File: src/rtl/orle_pkg.sv
package orle_pkg;

  typedef enum logic [2:0] {
    OP_INS_FRONT = 3'd0,
    OP_INS_END   = 3'd1,
    OP_INS_POS   = 3'd2,
    OP_DEL_FRONT = 3'd3,
    OP_DEL_END   = 3'd4,
    OP_DEL_POS   = 3'd5,
    OP_SEARCH    = 3'd6,
    OP_DUMP      = 3'd7
  } opcode_t;

  typedef enum logic [2:0] {
    ST_OK        = 3'd0,
    ST_APPENDED  = 3'd1,
    ST_EMPTY     = 3'd2,
    ST_BAD_POS   = 3'd3,
    ST_OUT_RANGE = 3'd4,
    ST_NOT_FOUND = 3'd5,
    ST_FULL      = 3'd6
  } status_t;

  localparam int unsigned POS_W = 11;

  typedef struct packed {
    logic [2:0]  opcode;
    logic [10:0] position;
    logic [63:0] record_name;
    logic [7:0]  record_age;
    logic signed [31:0] record_key;
  } in_word_t;

  typedef struct packed {
    logic [2:0]  status;
    logic [10:0] found_position;
    logic [63:0] out_name;
    logic [7:0]  out_age;
    logic signed [31:0] out_key;
    logic        last_result;
  } out_word_t;

endpackage

File: src/rtl/orle_if.sv
interface orle_in_if;
  import orle_pkg::*;
  logic     valid;
  logic     ready;
  in_word_t data;
  modport source (output valid, output data, input ready);
  modport sink (input valid, input data, output ready);
endinterface

interface orle_out_if;
  import orle_pkg::*;
  logic      valid;
  logic      ready;
  out_word_t data;
  modport source (output valid, output data, input ready);
  modport sink (input valid, input data, output ready);
endinterface

File: src/rtl/orle_ram.sv
module orle_ram #(
  parameter int WIDTH = 8,
  parameter int DEPTH = 16
) (
  input  logic                     clk,
  input  logic                     we,
  input  logic [$clog2(DEPTH)-1:0] waddr,
  input  logic [WIDTH-1:0]         wdata,
  input  logic [$clog2(DEPTH)-1:0] raddr,
  output logic [WIDTH-1:0]         rdata
);
  logic [WIDTH-1:0] mem [DEPTH];

  always_ff @(posedge clk) begin
    if (we) begin
      mem[waddr] <= wdata;
    end
    rdata <= mem[raddr];
  end
endmodule

File: src/rtl/orle_datapath.sv
module orle_datapath #(
  parameter int CAPACITY = 16,
  localparam int AW = $clog2(CAPACITY)
) (
  input  logic                  clk,
  input  logic                  load,
  input  orle_pkg::in_word_t    in_word,
  input  logic                  rec_we,
  input  logic [AW-1:0]         rec_waddr,
  input  logic                  nx_we,
  input  logic [AW-1:0]         nx_waddr,
  input  logic [AW-1:0]         nx_wdata,
  input  logic                  pv_we,
  input  logic [AW-1:0]         pv_waddr,
  input  logic [AW-1:0]         pv_wdata,
  input  logic [AW-1:0]         raddr,
  output orle_pkg::in_word_t    cur,
  output logic [63:0]           rd_name,
  output logic [7:0]            rd_age,
  output logic [31:0]           rd_key,
  output logic [AW-1:0]         rd_next,
  output logic [AW-1:0]         rd_prev
);
  import orle_pkg::*;

  always_ff @(posedge clk) begin
    if (load) begin
      cur <= in_word;
    end
  end

  orle_ram #(.WIDTH(64), .DEPTH(CAPACITY)) u_name (.clk, .we(rec_we), .waddr(rec_waddr),
    .wdata(cur.record_name), .raddr, .rdata(rd_name));
  orle_ram #(.WIDTH(8), .DEPTH(CAPACITY)) u_age (.clk, .we(rec_we), .waddr(rec_waddr),
    .wdata(cur.record_age), .raddr, .rdata(rd_age));
  orle_ram #(.WIDTH(32), .DEPTH(CAPACITY)) u_key (.clk, .we(rec_we), .waddr(rec_waddr),
    .wdata(cur.record_key), .raddr, .rdata(rd_key));
  orle_ram #(.WIDTH(AW), .DEPTH(CAPACITY)) u_next (.clk, .we(nx_we), .waddr(nx_waddr),
    .wdata(nx_wdata), .raddr, .rdata(rd_next));
  orle_ram #(.WIDTH(AW), .DEPTH(CAPACITY)) u_prev (.clk, .we(pv_we), .waddr(pv_waddr),
    .wdata(pv_wdata), .raddr, .rdata(rd_prev));
endmodule

File: src/rtl/orle_ctrl.sv
module orle_ctrl #(
  parameter int CAPACITY = 16,
  localparam int AW = $clog2(CAPACITY),
  localparam int CW = $clog2(CAPACITY + 1)
) (
  input  logic                  clk,
  input  logic                  rst,
  input  logic                  in_valid,
  output logic                  in_ready,
  output logic                  out_valid,
  input  logic                  out_ready,
  output orle_pkg::out_word_t   out_data,
  output logic                  load,
  input  orle_pkg::in_word_t    cur,
  output logic                  rec_we,
  output logic [AW-1:0]         rec_waddr,
  output logic                  nx_we,
  output logic [AW-1:0]         nx_waddr,
  output logic [AW-1:0]         nx_wdata,
  output logic                  pv_we,
  output logic [AW-1:0]         pv_waddr,
  output logic [AW-1:0]         pv_wdata,
  output logic [AW-1:0]         raddr,
  input  logic [63:0]           rd_name,
  input  logic [7:0]            rd_age,
  input  logic [31:0]           rd_key,
  input  logic [AW-1:0]         rd_next,
  input  logic [AW-1:0]         rd_prev
);
  import orle_pkg::*;

  typedef enum logic [8:0] {
    S_IDLE   = 9'b000000001,
    S_DEC    = 9'b000000010,
    S_RD     = 9'b000000100,
    S_WALK   = 9'b000001000,
    S_LINK   = 9'b000010000,
    S_DELRD  = 9'b000100000,
    S_DELFIX = 9'b001000000,
    S_OUT    = 9'b010000000,
    S_DUMP   = 9'b100000000
  } state_t;

  state_t      state;
  logic [AW-1:0] head_slot;
  logic [CW-1:0] entry_count;
  logic [CAPACITY-1:0] free_map;
  logic [AW-1:0] alloc_slot;
  logic [AW-1:0] slot;
  logic [AW-1:0] before_s;
  logic [AW-1:0] after_s;
  logic [POS_W-1:0] pos;
  logic [POS_W-1:0] target;
  logic [2:0] st;
  logic [1:0] phase;
  logic       out_full;
  logic       is_ins;
  logic [POS_W-1:0] cnt_ext;

  assign cnt_ext = POS_W'(entry_count);
  assign in_ready = (state == S_IDLE) && !out_full;
  assign load = in_valid && in_ready;
  assign out_valid = out_full;
  assign is_ins = cur.opcode == OP_INS_FRONT || cur.opcode == OP_INS_END
               || cur.opcode == OP_INS_POS;

  always_comb begin
    alloc_slot = '0;
    for (int i = CAPACITY - 1; i >= 0; i--) begin
      if (free_map[i]) begin
        alloc_slot = AW'(i);
      end
    end
  end

  always_comb begin
    rec_we = 1'b0; rec_waddr = slot;
    nx_we = 1'b0; nx_waddr = slot; nx_wdata = slot;
    pv_we = 1'b0; pv_waddr = slot; pv_wdata = slot;
    raddr = slot;
    case (state)
      S_LINK: begin
        case (phase)
          2'd0: begin
            rec_we = 1'b1;
            nx_we = 1'b1; pv_we = 1'b1;
            nx_wdata = (entry_count == '0) ? slot : after_s;
            pv_wdata = (entry_count == '0) ? slot : before_s;
          end
          2'd1: begin
            nx_we = 1'b1; nx_waddr = before_s; nx_wdata = slot;
            pv_we = 1'b1; pv_waddr = after_s; pv_wdata = slot;
          end
          default: ;
        endcase
      end
      S_DELFIX: begin
        nx_we = entry_count > CW'(1); nx_waddr = before_s; nx_wdata = after_s;
        pv_we = entry_count > CW'(1); pv_waddr = after_s; pv_wdata = before_s;
      end
      default: ;
    endcase
  end

  always_ff @(posedge clk) begin
    if (rst) begin
      state <= S_IDLE;
      head_slot <= '0;
      entry_count <= '0;
      free_map <= '1;
      out_full <= 1'b0;
    end else begin
      if (out_full && out_ready) begin
        out_full <= 1'b0;
      end
      case (state)
        S_IDLE: begin
          if (load) begin
            state <= S_DEC;
          end
        end
        S_DEC: begin
          pos <= POS_W'(1);
          st <= ST_OK;
          slot <= head_slot;
          if (is_ins) begin
            if (cur.opcode == OP_INS_POS && cur.position == '0) begin
              out_data <= '{ST_BAD_POS, '0, '0, '0, '0, 1'b1};
              out_full <= 1'b1;
              state <= S_IDLE;
            end else if (entry_count >= CW'(CAPACITY)) begin
              out_data <= '{ST_FULL, '0, '0, '0, '0, 1'b1};
              out_full <= 1'b1;
              state <= S_IDLE;
            end else begin
              if (cur.opcode == OP_INS_FRONT ||
                  (cur.opcode == OP_INS_POS && cur.position == POS_W'(1))) begin
                target <= POS_W'(1);
              end else if (cur.opcode == OP_INS_END || cur.position > cnt_ext) begin
                target <= cnt_ext + POS_W'(1);
                if (cur.opcode == OP_INS_POS) begin
                  st <= ST_APPENDED;
                end
              end else begin
                target <= cur.position;
              end
              state <= S_RD;
            end
          end else if (entry_count == '0) begin
            out_data <= '{ST_EMPTY, '0, '0, '0, '0, 1'b1};
            out_full <= 1'b1;
            state <= S_IDLE;
          end else if (cur.opcode == OP_DEL_POS && cur.position == '0) begin
            out_data <= '{ST_BAD_POS, '0, '0, '0, '0, 1'b1};
            out_full <= 1'b1;
            state <= S_IDLE;
          end else if (cur.opcode == OP_DEL_POS && cur.position > cnt_ext) begin
            out_data <= '{ST_OUT_RANGE, '0, '0, '0, '0, 1'b1};
            out_full <= 1'b1;
            state <= S_IDLE;
          end else begin
            case (cur.opcode)
              OP_DEL_FRONT: target <= POS_W'(1);
              OP_DEL_END:   target <= cnt_ext;
              default:      target <= cur.position;
            endcase
            state <= S_RD;
          end
        end
        S_RD: begin
          state <= S_WALK;
        end
        S_WALK: begin
          if (is_ins) begin
            if (entry_count == '0) begin
              slot <= alloc_slot; phase <= 2'd0; state <= S_LINK;
            end else if (target == POS_W'(1)) begin
              before_s <= rd_prev; after_s <= slot;
              slot <= alloc_slot; phase <= 2'd0; state <= S_LINK;
            end else if (pos == target - POS_W'(1)) begin
              before_s <= slot; after_s <= rd_next;
              slot <= alloc_slot; phase <= 2'd0; state <= S_LINK;
            end else begin
              slot <= rd_next; pos <= pos + POS_W'(1); state <= S_RD;
            end
          end else if (cur.opcode == OP_SEARCH) begin
            if (rd_key == cur.record_key) begin
              out_data <= '{ST_OK, pos, rd_name, rd_age, rd_key, 1'b1};
              out_full <= 1'b1;
              state <= S_IDLE;
            end else if (pos == cnt_ext) begin
              out_data <= '{ST_NOT_FOUND, '0, '0, '0, '0, 1'b1};
              out_full <= 1'b1;
              state <= S_IDLE;
            end else begin
              slot <= rd_next; pos <= pos + POS_W'(1); state <= S_RD;
            end
          end else if (cur.opcode == OP_DUMP) begin
            out_data <= '{ST_OK, pos, rd_name, rd_age, rd_key, pos == cnt_ext};
            out_full <= 1'b1;
            slot <= rd_next;
            state <= S_DUMP;
          end else if (pos == target) begin
            out_data <= '{ST_OK, pos, rd_name, rd_age, rd_key, 1'b1};
            before_s <= rd_prev; after_s <= rd_next;
            state <= S_DELFIX;
          end else begin
            slot <= rd_next; pos <= pos + POS_W'(1); state <= S_RD;
          end
        end
        S_LINK: begin
          if (phase == 2'd0) begin
            free_map[slot] <= 1'b0;
            if (entry_count == '0 || target == POS_W'(1)) begin
              head_slot <= slot;
            end
            entry_count <= entry_count + CW'(1);
            phase <= 2'd1;
          end else begin
            out_data <= '{st, target, cur.record_name, cur.record_age, cur.record_key, 1'b1};
            out_full <= 1'b1;
            state <= S_IDLE;
          end
        end
        S_DELFIX: begin
          free_map[slot] <= 1'b1;
          entry_count <= entry_count - CW'(1);
          if (entry_count <= CW'(1)) begin
            head_slot <= '0;
          end else if (slot == head_slot) begin
            head_slot <= after_s;
          end
          out_full <= 1'b1;
          state <= S_IDLE;
        end
        S_DUMP: begin
          if (!out_full || out_ready) begin
            if (pos == cnt_ext) begin
              state <= S_IDLE;
            end else begin
              pos <= pos + POS_W'(1);
              state <= S_WALK;
            end
          end
        end
        default: state <= S_IDLE;
      endcase
    end
  end

`ifndef SYNTHESIS
  a_count: assert property (@(posedge clk) disable iff (rst)
    entry_count <= CW'(CAPACITY)) else $error("count overflow");
  a_free: assert property (@(posedge clk) disable iff (rst)
    CW'($countones(free_map)) + entry_count == CW'(CAPACITY)) else $error("free map");
  a_noload: assert property (@(posedge clk) disable iff (rst)
    out_full && !out_ready |-> !load) else $error("accept while result held");
`endif
endmodule

File: src/rtl/ordered_record_list_engine_core.sv
// channel  | dir | payload
// in_ch    | in  | opcode, position, record_name, record_age, record_key
// out_ch   | out | status, found_position, out_name, out_age, out_key, last_result
// Inserts, deletes and searches walk the links one step at a time through the shared
// RAM read port, each step a read state (S_RD) then a walk state (S_WALK).
// Dump gives one word per entry in list order and waits in S_DUMP while a word is held.
// Synchronous reset clears head, count and free map; the record RAMs are not cleared.
// A held result stalls the engine; no new word is taken until it leaves.
module ordered_record_list_engine_core #(
  parameter int CAPACITY = 16
) (
  input logic       clk,
  input logic       rst,
  orle_in_if.sink   in_ch,
  orle_out_if.source out_ch
);
  import orle_pkg::*;
  localparam int AW = $clog2(CAPACITY);

  logic load, rec_we, nx_we, pv_we;
  logic [AW-1:0] rec_waddr, nx_waddr, nx_wdata, pv_waddr, pv_wdata, raddr;
  in_word_t cur;
  logic [63:0] rd_name;
  logic [7:0]  rd_age;
  logic [31:0] rd_key;
  logic [AW-1:0] rd_next, rd_prev;

  orle_ctrl #(.CAPACITY(CAPACITY)) u_ctrl (
    .clk, .rst, .in_valid(in_ch.valid), .in_ready(in_ch.ready),
    .out_valid(out_ch.valid), .out_ready(out_ch.ready), .out_data(out_ch.data),
    .load, .cur, .rec_we, .rec_waddr, .nx_we, .nx_waddr, .nx_wdata,
    .pv_we, .pv_waddr, .pv_wdata, .raddr,
    .rd_name, .rd_age, .rd_key, .rd_next, .rd_prev
  );

  orle_datapath #(.CAPACITY(CAPACITY)) u_dp (
    .clk, .load, .in_word(in_ch.data), .rec_we, .rec_waddr,
    .nx_we, .nx_waddr, .nx_wdata, .pv_we, .pv_waddr, .pv_wdata, .raddr,
    .cur, .rd_name, .rd_age, .rd_key, .rd_next, .rd_prev
  );
endmodule
File: src/flat_wrapper.sv
// flat-port wrapper written by rule: the top's interface ports become plain ports
module ordered_record_list_engine_core_flat import orle_pkg::*;
#(
  parameter int CAPACITY = 16
)
  (clk, rst, in_ch_valid, in_ch_data, in_ch_ready, out_ch_valid, out_ch_data, out_ch_ready);
  orle_in_if in_ch_i ();
  orle_out_if out_ch_i ();
  input logic clk;
  input logic rst;
  input wire logic [$bits(in_ch_i.valid)-1:0] in_ch_valid;
  input wire logic [$bits(in_ch_i.data)-1:0] in_ch_data;
  output wire logic [$bits(in_ch_i.ready)-1:0] in_ch_ready;
  output wire logic [$bits(out_ch_i.valid)-1:0] out_ch_valid;
  output wire logic [$bits(out_ch_i.data)-1:0] out_ch_data;
  input wire logic [$bits(out_ch_i.ready)-1:0] out_ch_ready;
  assign in_ch_i.valid = in_ch_valid;
  assign in_ch_i.data = in_ch_data;
  assign in_ch_ready = in_ch_i.ready;
  assign out_ch_valid = out_ch_i.valid;
  assign out_ch_data = out_ch_i.data;
  assign out_ch_i.ready = out_ch_ready;
  ordered_record_list_engine_core #(.CAPACITY(CAPACITY)) u_core (.clk(clk), .rst(rst), .in_ch(in_ch_i), .out_ch(out_ch_i));
endmodule
File: config.mk
export PLATFORM = sky130hd
export DESIGN_NAME = ordered_record_list_engine_core_flat
export DESIGN_NICKNAME = d
export VERILOG_FILES = /design/src/rtl/orle_pkg.sv /design/src/rtl/orle_if.sv /design/src/rtl/orle_ram.sv /design/src/rtl/orle_datapath.sv /design/src/rtl/orle_ctrl.sv /design/src/rtl/ordered_record_list_engine_core.sv /design/src/flat_wrapper.sv
export SDC_FILE = /design/constraint.sdc
export NUM_CORES = 2
export LEC_CHECK = 0
export BUFFER_PORTS_ARGS = -buffer_cell sky130_fd_sc_hd__buf_2
export CORE_ASPECT_RATIO = 0.8
export CORE_UTILIZATION = 45
export DETAILED_ROUTE_END_ITERATION = 10
export GPL_TIMING_DRIVEN = 0
export PLACE_DENSITY_LB_ADDON = 0.25
export SKIP_CTS_REPAIR_TIMING = 1
export SLEW_MARGIN = 20
export SYNTH_ARGS = -nofsm -noshare
export SYNTH_HDL_FRONTEND = slang
export SYNTH_HIERARCHICAL = 1
export SYNTH_SLANG_ARGS = --single-unit
File: constraint.sdc
create_clock -name clk -period 36.3 [get_ports clk]
set_input_delay 7.26 -clock clk [delete_from_list [all_inputs] [get_ports clk]]
set_output_delay 7.26 -clock clk [all_outputs]
set_load 0.01 [all_outputs]
==> out/metrics.yaml <==
synth:
  ys_types: 74
  syn_inst: 3993
  yosysMostFrequentCell: "edfxtp_1"
  syn-num-nets: 4126
  avgSynthCellArea_um2: 20.9
  syn_area_mm2: 0.0835
  synth_edf_count: 2065
  yosys-top-cells-count: "edfxtp_1, mux4_2, a22oi_1, nand2_1, dfxtp_1"
  synth_area_leaders: "edfxtp_1, mux4_2, dfxtp_1, a22oi_1, mux4_1"
  synth_top_flop_cell: "edfxtp_1"
  post-synth-top-area-fraction_pct: 74.3
  yosysWarnings: 6
  yosys_register_bits: 2210
  synth_largest_area_cell: "edfxtp_1"
  async_flop_share_pct: 0
  synth-seq-area-share_pct: 77.7
timing:
  finClkSkew_ps: 43.8
  min_period_ps: 9680
  hold_viol: 0
  finalSetupTns_ps: 0
  fin_crit_sh_pct: 26.7
  setup_ws_ps: 26620
  rsz0062_at_grt: "false"
  final_max_slew_viol_count: 0
  final-setup-viol-count: 0
  tightest_slew_ps: 1170
  maxSlewHeadroom_pct: 21.9
  whs_ps: 517
  fmax_mhz: 103
global_route:
  grt-ovfl-total: 0
  grt_pass1_wl_um: 305000
  grt_max_degree: 22
  antenna_found_initial: 9
  grt_util_all_layers_pct: 22.7
  grt_pass1_vias: 43000
setup_path:
  start_kind: "register"
  crit_path_end_kind: "primary output"
  crit_required_ps: 29040
  crit_path_top_delay_cell: "or3_1"
  slowest_delay_ps: 440
  cp_cell_sequence: "clkbuf_1, or3_1, nor3_1, nand2_1, nor2_1, buf_2"
  cp.arrival_ps: 2420
  path_class: "register to primary output"
  crit_fanout: 7
die:
  initial_core_util_pct: 45.2
  die_w_um: 484
  fp-row-count: 141
  core-area_mm2: 0.185
  die_h_um: 387
  boundaryPins: 243
  die-area_mm2: 0.187
route:
  vias: 42700
  firstDrtPassIters: 6
  ant_nets: 0
  remaining_drc_errors: 0
  viasPerCell: 5.91
  wl_per_cell_um: 29.6
  drt-total-wl_um: 214000
  drt-initial-drc-count: 4736
place:
  place_congestion: 0.836
  place_inst: 6832
  port_buffers: 241
  place_worst_setup_slack_ps: 26790
  hpwlAfterDp_um: 143000
clocking:
  cts_sinks: 2210
  clk_pin_slew_ps: 60
  cts_tree: "built"
  htreeDepth: 4
  insertion_delay_ps: 850
  clk_root_buffer_cell: "clkbuf_16"
  cts_made_buffers: 207
  cts_buffer_depth: 3
cells_and_area:
  layoutNonFillerInstCount: 7230
  area_growth_pct: 17.3
  drive_gt1_share_pct: 27.3
  fill_cells: 14200
  multi_input_area_mm2: 0.0177
  seqCellArea_mm2: 0.0649
  fin_nets: 4743
power:
  power_density_mw_per_mm2: 54.3
  finalPower_uw: 5320
  peakVddDrop_mv: 0.0432
  p_leak_uw: 0.0322
run_status:
  status: "completed"
min_path:
  hp-class: "register to register"
run:
  maxCapViolCount: 0
-- final timing paths --
kind	from	endpoint	slack, ps	cells after the start
setup / recovery	u_core/u_ctrl/state[2]	in_ch_ready	26620	6
hold / removal	u_core/u_dp/u_name/rdata[17]	u_core/u_ctrl/out_data[58]	520	1
setup reg to reg	u_core/u_dp/cur[3]	u_core/u_ctrl/out_data[75]	30870	9
hold reg to reg	u_core/u_dp/u_name/rdata[17]	u_core/u_ctrl/out_data[58]	520	1
-- power by group --
| group | total, µW | internal [µW] | leakage (µW) | switching [µW] |
|---|---|---|---|---|
| logic | 150 | 59.2 | 0.00873 | 91.1 |
| registers | 2950 | 2870 | 0.0201 | 79.9 |
| clock network | 2220 | 1270 | 0.00342 | 956 |
-- flip-flops by register name, indices dropped and copies added (netlist names), 5 cells and up, named ones only --
| signal | count |
|---|---|
| u_core/u_dp/u_name/rdata | 64 |
| u_core/u_ctrl/target | 11 |
| u_core/u_dp/cur | 118 |
| u_core/u_ctrl/out_data | 119 |
| u_core/u_ctrl/state | 7 |
| u_core/u_ctrl/pos | 11 |
| u_core/u_dp/u_age/rdata | 8 |
| u_core/u_dp/u_age/mem | 128 |
| u_core/u_dp/u_next/mem | 64 |
| u_core/u_dp/u_key/rdata | 32 |
| u_core/u_dp/u_key/mem | 512 |
| u_core/u_dp/u_prev/mem | 64 |
| u_core/u_ctrl/entry_count | 5 |
| u_core/u_dp/u_name/mem | 1024 |
-- critical path, delay by kind of cell (launching register included) --
family                 cells  cell delay (ps)
DFF                        1              290
buffers and inverters      2              310
and+or+nand+nor            4              980
-- kinds of logic after synthesis --
family / Yosys count / synth area share (%)
compound gates: 476 / 4.34
xor+xnor: 70 / 0.734
fa+ha+maj: 11 / 0.165
buf+inv: 234 / 1.42
flops: 2210 / 77.7
mux: 477 / 12.7
simple gates: 515 / 2.95
-- cell type report --
cell class | count | area share, %
buffer | 217 | 1.17
clock inverter | 101 | 1.24
tap | 2431 | 3.11
antenna | 5 | 0.0128
clock buffer | 292 | 5.95
timing repair buffer | 408 | 4.09
inverter | 17 | 0.0652
sequential | 2210 | 66.3
multi-input combinational | 1549 | 18.1
-- stage by stage --
step | cell area [µm²] | util, %
after floorplan | 83500 | -
after global placement | 87700 | 47.6
after detailed placement | 90900 | 49.2
after CTS | 97900 | 53.0
after global routing | 97900 | 53.1
final | 97900 | 53.1
-- placed cells by master (no fill, tap or decap), types with 52 or more instances in the layout --
master,n
clkbuf_16,209
xor2_1,52
a22o_1,114
a22oi_1,224
mux4_2,406
nor2_1,101
edfxtp_1,2065
clkbuf_1,152
buf_2,274
dfxtp_1,145
nand2_1,164
buf_4,77
-- per-layer routing --
metal | GRT usage, % | wire length, µm | vias to the layer above
met5 | 0 | 31 | -
met4 | 6.86 | 6290 | 4
met3 | 5.07 | 18000 | 292
met2 | 34.5 | 97400 | 1784
met1 | 33.0 | 92300 | 22700
li1 | - | - | 17900
(Power assumes the default switching activity.)
